`src/rtl/fcms_pkg.sv`:
```
// fcms_pkg: shared types, mode codes and register defaults for the
// flight control mode sequencer. No dependencies.

package fcms_pkg;

    // Field widths
    localparam int TIME_W = 32;
    localparam int ALT_W  = 14;
    localparam int ATT_W  = 12;
    localparam int DUR_W  = 16;
    localparam int PM_W   = 3;
    localparam int LM_W   = 2;
    localparam int CFG_IDX_W  = 4;
    localparam int CFG_DATA_W = 16;

    // Pitch mode codes
    localparam logic [PM_W-1:0] PM_GROUND   = 3'd0;
    localparam logic [PM_W-1:0] PM_ROTATION = 3'd1;
    localparam logic [PM_W-1:0] PM_FLIGHT   = 3'd2;
    localparam logic [PM_W-1:0] PM_FLARE_IN = 3'd3;
    localparam logic [PM_W-1:0] PM_FLARE    = 3'd4;
    localparam logic [PM_W-1:0] PM_TOUCH    = 3'd5;

    // Lateral mode codes
    localparam logic [LM_W-1:0] LM_GROUND   = 2'd0;
    localparam logic [LM_W-1:0] LM_ROTATION = 2'd1;
    localparam logic [LM_W-1:0] LM_FLIGHT   = 2'd2;
    localparam logic [LM_W-1:0] LM_TOUCH    = 2'd3;

    // Register indexes
    localparam logic [CFG_IDX_W-1:0] REG_ROT_ATT      = 4'd0;
    localparam logic [CFG_IDX_W-1:0] REG_P_ROT_TIME   = 4'd1;
    localparam logic [CFG_IDX_W-1:0] REG_FLARE_ALT    = 4'd2;
    localparam logic [CFG_IDX_W-1:0] REG_FLARE_TIME   = 4'd3;
    localparam logic [CFG_IDX_W-1:0] REG_TD_ATT       = 4'd4;
    localparam logic [CFG_IDX_W-1:0] REG_P_TD_TIME    = 4'd5;
    localparam logic [CFG_IDX_W-1:0] REG_L_ROT_TIME   = 4'd6;
    localparam logic [CFG_IDX_W-1:0] REG_L_TD_TIME    = 4'd7;

    // Register reset values
    localparam logic signed [ATT_W-1:0] ROT_ATT_RST    = 12'sd80;
    localparam logic [DUR_W-1:0]        P_ROT_TIME_RST = 16'd5000;
    localparam logic [ALT_W-1:0]        FLARE_ALT_RST  = 14'd50;
    localparam logic [DUR_W-1:0]        FLARE_TIME_RST = 16'd1000;
    localparam logic signed [ATT_W-1:0] TD_ATT_RST     = 12'sd40;
    localparam logic [DUR_W-1:0]        P_TD_TIME_RST  = 16'd5000;
    localparam logic [DUR_W-1:0]        L_ROT_TIME_RST = 16'd500;
    localparam logic [DUR_W-1:0]        L_TD_TIME_RST  = 16'd500;

    // Ground modes above this height are forced to flight
    localparam logic [ALT_W-1:0] FORCE_FLIGHT_ALT_FT = 14'd1000;

    typedef struct packed {
        logic signed [ATT_W-1:0] rotation_attitude_q4;
        logic [DUR_W-1:0]        pitch_rotation_time_ms;
        logic [ALT_W-1:0]        flare_entry_altitude_ft;
        logic [DUR_W-1:0]        flare_entry_time_ms;
        logic signed [ATT_W-1:0] touchdown_attitude_q4;
        logic [DUR_W-1:0]        pitch_touchdown_time_ms;
        logic [DUR_W-1:0]        lateral_rotation_time_ms;
        logic [DUR_W-1:0]        lateral_touchdown_time_ms;
    } cfg_t;

    typedef struct packed {
        logic [PM_W-1:0]   pitch_mode;
        logic [LM_W-1:0]   lateral_mode;
        logic [TIME_W-1:0] pitch_start;
        logic [TIME_W-1:0] lateral_start;
    } mode_state_t;

    typedef struct packed {
        logic [TIME_W-1:0]       time_ms;
        logic [ALT_W-1:0]        radio_altitude_ft;
        logic signed [ATT_W-1:0] pitch_attitude_q4;
        logic                    gear_compressed;
    } tick_t;

    // Timed phase done: modulo 2^32 elapsed time against a duration
    function automatic logic phase_done(
        input logic [TIME_W-1:0] now,
        input logic [TIME_W-1:0] start,
        input logic [DUR_W-1:0]  dur
    );
        logic [TIME_W-1:0] elapsed;
        elapsed = now - start;
        return elapsed >= {{(TIME_W-DUR_W){1'b0}}, dur};
    endfunction

endpackage

```
`src/rtl/flight_control_mode_sequencer.sv`:
```
// Flight control mode sequencer top level. Depends on fcms_pkg, fcms_cfg_regs,
// fcms_mode_logic.
// A tick passes the input register, then the result register, and is offered on the
// mode channel from there. Throughput: one per cycle while the mode channel is not stalled, a single compare pass.
// Reset (rst_n, async, active low): both machines to ground, phase starts and
// configuration registers to their defaults, pipeline empty.

module flight_control_mode_sequencer
(
    input  logic                                 clk,
    input  logic                                 rst_n,

    // configuration write port
    input  logic                                 cfg_wr_en,
    input  logic [fcms_pkg::CFG_IDX_W-1:0]       cfg_index,
    input  logic [fcms_pkg::CFG_DATA_W-1:0]      cfg_data,

    // tick input channel
    input  logic                                 in_valid,
    output logic                                 in_stall,
    input  logic [fcms_pkg::TIME_W-1:0]          time_ms,
    input  logic [fcms_pkg::ALT_W-1:0]           radio_altitude_ft,
    input  logic signed [fcms_pkg::ATT_W-1:0]    pitch_attitude_q4,
    input  logic                                 gear_compressed,

    // mode result channel
    output logic                                 out_valid,
    input  logic                                 out_stall,
    output logic [fcms_pkg::PM_W-1:0]            pitch_mode,
    output logic [fcms_pkg::LM_W-1:0]            lateral_mode
);

    fcms_pkg::cfg_t        cfg;
    fcms_pkg::tick_t       tick_reg;
    fcms_pkg::mode_state_t state_reg;
    fcms_pkg::mode_state_t state_next;

    logic                        s1_valid_reg;
    logic                        out_valid_reg;
    logic [fcms_pkg::PM_W-1:0]   pitch_mode_reg;
    logic [fcms_pkg::LM_W-1:0]   lateral_mode_reg;

    logic                        out_take;   // result register can load
    logic                        s1_fire;    // stage 1 transaction moves on
    logic                        in_fire;

    // ------------------------------------------------------------------
    // Configuration registers
    // ------------------------------------------------------------------
    fcms_cfg_regs u_cfg
    (
        .clk       (clk),
        .rst_n     (rst_n),
        .cfg_wr_en (cfg_wr_en),
        .cfg_index (cfg_index),
        .cfg_data  (cfg_data),
        .cfg       (cfg)
    );

    // ------------------------------------------------------------------
    // Handshake. The result register frees up in the same cycle its
    // transaction leaves, so a full pipeline still streams one per cycle while out_stall is low.
    // ------------------------------------------------------------------
    assign out_take = !out_valid_reg || !out_stall;
    assign s1_fire  = s1_valid_reg && out_take;
    assign in_stall = s1_valid_reg && !out_take;
    assign in_fire  = in_valid && !in_stall;

    // ------------------------------------------------------------------
    // Stage 1: input register
    // ------------------------------------------------------------------
    always_ff @(posedge clk or negedge rst_n)
    begin
        if (!rst_n)
            s1_valid_reg <= 1'b0;
        else if (!in_stall)
            s1_valid_reg <= in_valid;
    end

    always_ff @(posedge clk)
    begin
        if (in_fire)
        begin
            tick_reg.time_ms           <= time_ms;
            tick_reg.radio_altitude_ft <= radio_altitude_ft;
            tick_reg.pitch_attitude_q4 <= pitch_attitude_q4;
            tick_reg.gear_compressed   <= gear_compressed;
        end
    end

    // ------------------------------------------------------------------
    // Mode machines: state advances once per transaction leaving stage 1,
    // so the next tick in stage 1 already sees the updated modes.
    // ------------------------------------------------------------------
    fcms_mode_logic u_modes
    (
        .cfg  (cfg),
        .tick (tick_reg),
        .cur  (state_reg),
        .nxt  (state_next)
    );

    always_ff @(posedge clk or negedge rst_n)
    begin
        if (!rst_n)
        begin
            state_reg.pitch_mode    <= fcms_pkg::PM_GROUND;
            state_reg.lateral_mode  <= fcms_pkg::LM_GROUND;
            state_reg.pitch_start   <= '0;
            state_reg.lateral_start <= '0;
        end
        else if (s1_fire)
        begin
            state_reg <= state_next;
        end
    end

    // ------------------------------------------------------------------
    // Result register
    // ------------------------------------------------------------------
    always_ff @(posedge clk or negedge rst_n)
    begin
        if (!rst_n)
            out_valid_reg <= 1'b0;
        else if (out_take)
            out_valid_reg <= s1_valid_reg;
    end

    always_ff @(posedge clk)
    begin
        if (s1_fire)
        begin
            pitch_mode_reg   <= state_next.pitch_mode;
            lateral_mode_reg <= state_next.lateral_mode;
        end
    end

    assign out_valid    = out_valid_reg;
    assign pitch_mode   = pitch_mode_reg;
    assign lateral_mode = lateral_mode_reg;

    // ------------------------------------------------------------------
    // Assertions
    // ------------------------------------------------------------------
    // pitch machine never reaches the unused codes
    a_pitch_code: assert property (@(posedge clk) disable iff (!rst_n)
        state_reg.pitch_mode <= fcms_pkg::PM_TOUCH)
        else $error("pitch mode left its legal range");

    // mode state only moves when a transaction leaves stage 1
    a_state_hold: assert property (@(posedge clk) disable iff (!rst_n)
        !s1_fire |=> $stable(state_reg))
        else $error("mode state changed without a transaction");

    // lateral rotation entry latches the tick timestamp
    a_lat_start: assert property (@(posedge clk) disable iff (!rst_n)
        (s1_fire && state_reg.lateral_mode == fcms_pkg::LM_GROUND &&
         state_next.lateral_mode == fcms_pkg::LM_ROTATION)
        |=> state_reg.lateral_start == $past(tick_reg.time_ms))
        else $error("lateral phase start not taken from tick");

    // a result delivered matches the state the transaction left behind
    a_result_match: assert property (@(posedge clk) disable iff (!rst_n)
        s1_fire |=> (pitch_mode_reg == state_reg.pitch_mode &&
                     lateral_mode_reg == state_reg.lateral_mode && out_valid_reg))
        else $error("result register out of step with mode state");

endmodule

```
`src/rtl/fcms_cfg_regs.sv`:
```
// fcms_cfg_regs: configuration register file, write-only port.
// Depends on fcms_pkg.

module fcms_cfg_regs
(
    input  logic                                clk,
    input  logic                                rst_n,
    input  logic                                cfg_wr_en,
    input  logic [fcms_pkg::CFG_IDX_W-1:0]      cfg_index,
    input  logic [fcms_pkg::CFG_DATA_W-1:0]     cfg_data,
    output fcms_pkg::cfg_t                      cfg
);

    fcms_pkg::cfg_t cfg_reg;

    always_ff @(posedge clk or negedge rst_n)
    begin
        if (!rst_n)
        begin
            cfg_reg.rotation_attitude_q4      <= fcms_pkg::ROT_ATT_RST;
            cfg_reg.pitch_rotation_time_ms    <= fcms_pkg::P_ROT_TIME_RST;
            cfg_reg.flare_entry_altitude_ft   <= fcms_pkg::FLARE_ALT_RST;
            cfg_reg.flare_entry_time_ms       <= fcms_pkg::FLARE_TIME_RST;
            cfg_reg.touchdown_attitude_q4     <= fcms_pkg::TD_ATT_RST;
            cfg_reg.pitch_touchdown_time_ms   <= fcms_pkg::P_TD_TIME_RST;
            cfg_reg.lateral_rotation_time_ms  <= fcms_pkg::L_ROT_TIME_RST;
            cfg_reg.lateral_touchdown_time_ms <= fcms_pkg::L_TD_TIME_RST;
        end
        else if (cfg_wr_en)
        begin
            unique case (cfg_index)
                fcms_pkg::REG_ROT_ATT:
                    cfg_reg.rotation_attitude_q4 <= cfg_data[fcms_pkg::ATT_W-1:0];
                fcms_pkg::REG_P_ROT_TIME:
                    cfg_reg.pitch_rotation_time_ms <= cfg_data;
                fcms_pkg::REG_FLARE_ALT:
                    cfg_reg.flare_entry_altitude_ft <= cfg_data[fcms_pkg::ALT_W-1:0];
                fcms_pkg::REG_FLARE_TIME:
                    cfg_reg.flare_entry_time_ms <= cfg_data;
                fcms_pkg::REG_TD_ATT:
                    cfg_reg.touchdown_attitude_q4 <= cfg_data[fcms_pkg::ATT_W-1:0];
                fcms_pkg::REG_P_TD_TIME:
                    cfg_reg.pitch_touchdown_time_ms <= cfg_data;
                fcms_pkg::REG_L_ROT_TIME:
                    cfg_reg.lateral_rotation_time_ms <= cfg_data;
                fcms_pkg::REG_L_TD_TIME:
                    cfg_reg.lateral_touchdown_time_ms <= cfg_data;
                default:
                    ; // unknown index: dropped
            endcase
        end
    end

    assign cfg = cfg_reg;

endmodule

```
`src/rtl/fcms_mode_logic.sv`:
```
// fcms_mode_logic: next-state logic of the pitch and lateral mode machines
// for one tick. Purely combinational. Depends on fcms_pkg.

module fcms_mode_logic
(
    input  fcms_pkg::cfg_t        cfg,
    input  fcms_pkg::tick_t       tick,
    input  fcms_pkg::mode_state_t cur,
    output fcms_pkg::mode_state_t nxt
);

    logic                          high;
    logic                          att_rot;
    logic [fcms_pkg::PM_W-1:0]     pm_forced;
    logic [fcms_pkg::PM_W-1:0]     pitch_mode_next;
    logic [fcms_pkg::TIME_W-1:0]   pitch_start_next;
    logic [fcms_pkg::LM_W-1:0]     lateral_mode_next;
    logic [fcms_pkg::TIME_W-1:0]   lateral_start_next;

    assign high    = tick.radio_altitude_ft > fcms_pkg::FORCE_FLIGHT_ALT_FT;
    assign att_rot = tick.pitch_attitude_q4 > cfg.rotation_attitude_q4;

    // Lateral: transitions first, forcing only as the last resort
    always_comb
    begin
        lateral_mode_next  = cur.lateral_mode;
        lateral_start_next = cur.lateral_start;
        priority if (cur.lateral_mode == fcms_pkg::LM_GROUND && att_rot)
        begin
            lateral_mode_next  = fcms_pkg::LM_ROTATION;
            lateral_start_next = tick.time_ms;
        end
        else if (cur.lateral_mode == fcms_pkg::LM_ROTATION &&
                 fcms_pkg::phase_done(tick.time_ms, cur.lateral_start,
                                      cfg.lateral_rotation_time_ms))
        begin
            lateral_mode_next = fcms_pkg::LM_FLIGHT;
        end
        else if (cur.lateral_mode == fcms_pkg::LM_FLIGHT && tick.gear_compressed)
        begin
            lateral_mode_next  = fcms_pkg::LM_TOUCH;
            lateral_start_next = tick.time_ms;
        end
        else if (cur.lateral_mode == fcms_pkg::LM_TOUCH &&
                 fcms_pkg::phase_done(tick.time_ms, cur.lateral_start,
                                      cfg.lateral_touchdown_time_ms))
        begin
            lateral_mode_next = fcms_pkg::LM_GROUND;
        end
        else if (cur.lateral_mode == fcms_pkg::LM_GROUND && high)
        begin
            lateral_mode_next = fcms_pkg::LM_FLIGHT;
        end
        else
        begin
            // nothing applies: hold
        end
    end

    // Pitch: forcing first, then one transition from the forced mode
    assign pm_forced = (cur.pitch_mode == fcms_pkg::PM_GROUND && high) ?
                       fcms_pkg::PM_FLIGHT : cur.pitch_mode;

    always_comb
    begin
        pitch_mode_next  = pm_forced;
        pitch_start_next = cur.pitch_start;
        unique case (pm_forced)
            fcms_pkg::PM_GROUND:
                if (att_rot)
                begin
                    pitch_mode_next  = fcms_pkg::PM_ROTATION;
                    pitch_start_next = tick.time_ms;
                end
            fcms_pkg::PM_ROTATION:
                if (fcms_pkg::phase_done(tick.time_ms, cur.pitch_start,
                                         cfg.pitch_rotation_time_ms))
                    pitch_mode_next = fcms_pkg::PM_FLIGHT;
            fcms_pkg::PM_FLIGHT:
                if (tick.radio_altitude_ft <= cfg.flare_entry_altitude_ft)
                begin
                    pitch_mode_next  = fcms_pkg::PM_FLARE_IN;
                    pitch_start_next = tick.time_ms;
                end
            fcms_pkg::PM_FLARE_IN:
                if (fcms_pkg::phase_done(tick.time_ms, cur.pitch_start,
                                         cfg.flare_entry_time_ms))
                    pitch_mode_next = fcms_pkg::PM_FLARE;
            fcms_pkg::PM_FLARE:
                if (tick.gear_compressed &&
                    tick.pitch_attitude_q4 < cfg.touchdown_attitude_q4)
                begin
                    pitch_mode_next  = fcms_pkg::PM_TOUCH;
                    pitch_start_next = tick.time_ms;
                end
            fcms_pkg::PM_TOUCH:
                if (fcms_pkg::phase_done(tick.time_ms, cur.pitch_start,
                                         cfg.pitch_touchdown_time_ms))
                    pitch_mode_next = fcms_pkg::PM_GROUND;
            default:
                ; // unused codes hold
        endcase
    end

    assign nxt = {pitch_mode_next, lateral_mode_next, pitch_start_next, lateral_start_next};

endmodule

```
`config.mk`:
```
export PLATFORM = sky130hd
export DESIGN_NAME = flight_control_mode_sequencer
export DESIGN_NICKNAME = d
export VERILOG_FILES = /design/src/rtl/fcms_pkg.sv /design/src/rtl/flight_control_mode_sequencer.sv /design/src/rtl/fcms_cfg_regs.sv /design/src/rtl/fcms_mode_logic.sv
export SDC_FILE = /design/constraint.sdc
export NUM_CORES = 1
export LEC_CHECK = 0
export ABC_AREA = 1
export BUFFER_PORTS_ARGS = -buffer_cell sky130_fd_sc_hd__clkbuf_2
export CORE_MARGIN = 2
export CORE_UTILIZATION = 57
export DETAILED_ROUTE_END_ITERATION = 10
export PLACE_DENSITY_LB_ADDON = 0.25
export SYNTH_ARGS = -nofsm -noshare
export SYNTH_HDL_FRONTEND = slang
export SYNTH_SLANG_ARGS = --single-unit
```
`constraint.sdc`:
```
create_clock -name clk -period 3.95 [get_ports clk]
set_clock_uncertainty 0.05 [all_clocks]
set_input_delay 0.79 -clock clk [delete_from_list [all_inputs] [get_ports clk]]
set_output_delay 0.79 -clock clk [all_outputs]
set_load 0.01 [all_outputs]
```
==> flow_metrics.tcl <==
set metrics [dict create \
    grt_start_max_net_pins 74 \
    grt_pass1_vias 13900 \
    drv_cap 0 \
    finalMaxSlewViolations 0 \
    numCtsBuffers 28 \
    antenna_found_initial 2 \
    viasPerCell 5.24 \
    dp_hpwl_um 35200 \
    synth.distinct_cells 43 \
    worst-setup-path-type "flip-flop to flip-flop" \
    tightestPinTransition_ns 1.08 \
    start_kind "flip-flop" \
    worst_ep_required_time_ns 4.19 \
    synthTopCellsByArea "dfrtp_1 23%, nand2_1 15%, ha_1 13%, edfxtp_1 11%, inv_1 10%" \
    largest_reg_flops 118 \
    fin_setup_tns_ns 0 \
    cts_max_level 1 \
    status "finished clean" \
    path_clk_slew_ns 0.07 \
    initial_core_util_pct 57.5 \
    netlist_area_sq_mm 0.0170 \
    hold_class "input pin to async pin" \
    syn_area_per_cell_sq_um 7.42 \
    drt_iter0_markers 1175 \
    post-route-min-period_ns 3.58 \
    cts_repair_resize_count 0 \
    drive_gt1_share_pct 9.65 \
    place_congestion 0.948 \
    yosys.area.top_type "dfrtp_1" \
    die_width_um 177 \
    postPlaceCellArea_sq_mm 0.0179 \
    clock_latency_ns 0.58 \
    synth_fp_nets 2552 \
    min_period_over_period_pct 90.7 \
    final_common_cell "nand2_1" \
    cts_post_setup_buffers_inserted 0 \
    finalSetupViolCount 0 \
    synthToLayoutAreaGrowth_pct 10.9 \
    cts_root_buffer "clkbuf_16" \
    whs_ns 0.191 \
    cp_max_fo 4 \
    post-route-drc-count 0 \
    postRouteAntennaNets 0 \
    ys_seq_area_share_pct 39.5 \
    die_h_um 177 \
    powerDensity_mw_per_mm2 747 \
    dieArea_sq_mm 0.0312 \
    portBuffers 90 \
    grt_pass1_wl_um 72500 \
    ys_seq_elements 253 \
    cts_tree "built" \
    rsz0062_at_grt "false" \
    synth_top_area_share_pct 22.7 \
    num_io_pins 91 \
    cp.arrival_ns 3.83 \
    fmax_mhz 279 \
    cts_hold_buf 0 \
    wirelength_um 44700 \
    core_sq_mm 0.0295 \
    layout_common_cells "698 x nand2_1, 461 x inv_1, 213 x o21ai_0" \
    ctsLongestPathBuffers 3 \
    power.leakage_uw 0.0101 \
    track_usage_pct 29.4 \
    synth_cells 2287 \
    num_vias 14600 \
    end_kind "flip-flop" \
    firstDrtPassIters 6 \
    peakVddDrop_mv 0.491 \
    ys_warn_count 0 \
    hold_viol 0 \
    routedWlPerCell_um 16.0 \
    rows 63 \
    clock-sinks 253 \
    slew_headroom_pct 27.9 \
    nNetsFinal 2647 \
    grt.overflow.total 0 \
    diodes 0 \
    fin_area_sq_mm 0.0188 \
]
metrics by stage:
stage               power (uW)  util (%)  setup slack, ns  cells
global route             15500      63.8           0.0192   2794
detailed placement       11400      60.6            0.449   2742
finish                   14100      63.8            0.366   2794
floorplan                 9330         -            0.969   2287
CTS                      14000      63.8            0.360   2794
global placement         11100      60.6            0.515   2742
worst max-delay path: stages (launching register included):
cell and delay, ns:
edfxtp_1 0.35, inv_1 0.11, ha_1 0.16, inv_1 0.06, fa_1 0.42, nand3_1 0.09
nand2_1 0.10, nand3_1 0.09, nand2_1 0.08, nand2_1 0.09, nand2_1 0.14, xor2_1 0.28
ha_1 0.30, inv_1 0.08, nor3_1 0.06, a211oi_1 0.21, o21ai_0 0.27, o21ai_2 0.26
a21boi_0 0.10
kinds of logic after synthesis:
kind of cell               Yosys count  synth area share (%)
and+or+nand+nor                    971                  23.5
AOI/OAI and AO/OA                  345                  10.7
adders and majority gates          181                  13.4
DFF                                253                  39.5
buffers and inverters              506                  11.2
xor gates and xnor gates            31                  1.60
path summary, 6_finish.rpt:
kind | startpoint | to | slack, ns | depth (start not counted)
min reg2reg | state_reg[18]$_DFFE_PN0P_ | state_reg[18]$_DFFE_PN0P_ | 0.43 | 2
max | tick_reg[27]$_DFFE_PP_ | lateral_mode[1]$_DFFE_PP_ | 0.37 | 18
max in group asynchronous | rst_n | state_reg[31]$_DFFE_PN0P_ | 2.79 | 2
min | rst_n | u_cfg.cfg[55]$_DFFE_PN0P_ | 0.19 | 1
min in group clk | radio_altitude_ft[5] | tick_reg[18]$_DFFE_PP_ | 0.33 | 1
max reg2reg | tick_reg[27]$_DFFE_PP_ | lateral_mode[1]$_DFFE_PP_ | 0.37 | 18
cells in the mapped netlist (all sizes together):
cell type,number
clkinv,3
edfxtp,64
xnor2,3
dfstp,35
nand4,21
nand3b,5
nor4,1
nand2,723
clkbuf,30
o21bai,4
ha,179
o2111ai,5
o221ai,1
xor2,28
or2,1
a21boi,4
fa,2
inv,470
and2,3
a211oi,5
buf,3
a21oi,102
nand3,73
a31oi,2
dfrtp,154
o31ai,4
nor3,20
o211ai,1
nor2,122
a221oi,2
o21ai,215
and3,2
report_power, final:
group	internal, uW	switching [uW]
registers	3410	421
clock network	1520	1090
logic	2730	4890
layout make-up:
cell class | count | area, sq um
clock buffer | 44 | 872
clock inverter | 8 | 73.8
fill | 2663 | 10700
inverter | 473 | 1780
multi-input combinational | 1528 | 8380
sequential | 253 | 6700
tap | 390 | 488
timing repair buffer | 98 | 532
layer usage:
metal / GRT usage [%] / up-vias / wire length [um]
met5: 0 / - / 0
met4: 5.68 / 0 / 734
met3: 3.45 / 50 / 2760
met2: 47.2 / 387 / 20000
met1: 43.1 / 6813 / 21200
li1: - / 7389 / -
Note: power is estimated with default switching activity, not from simulation.
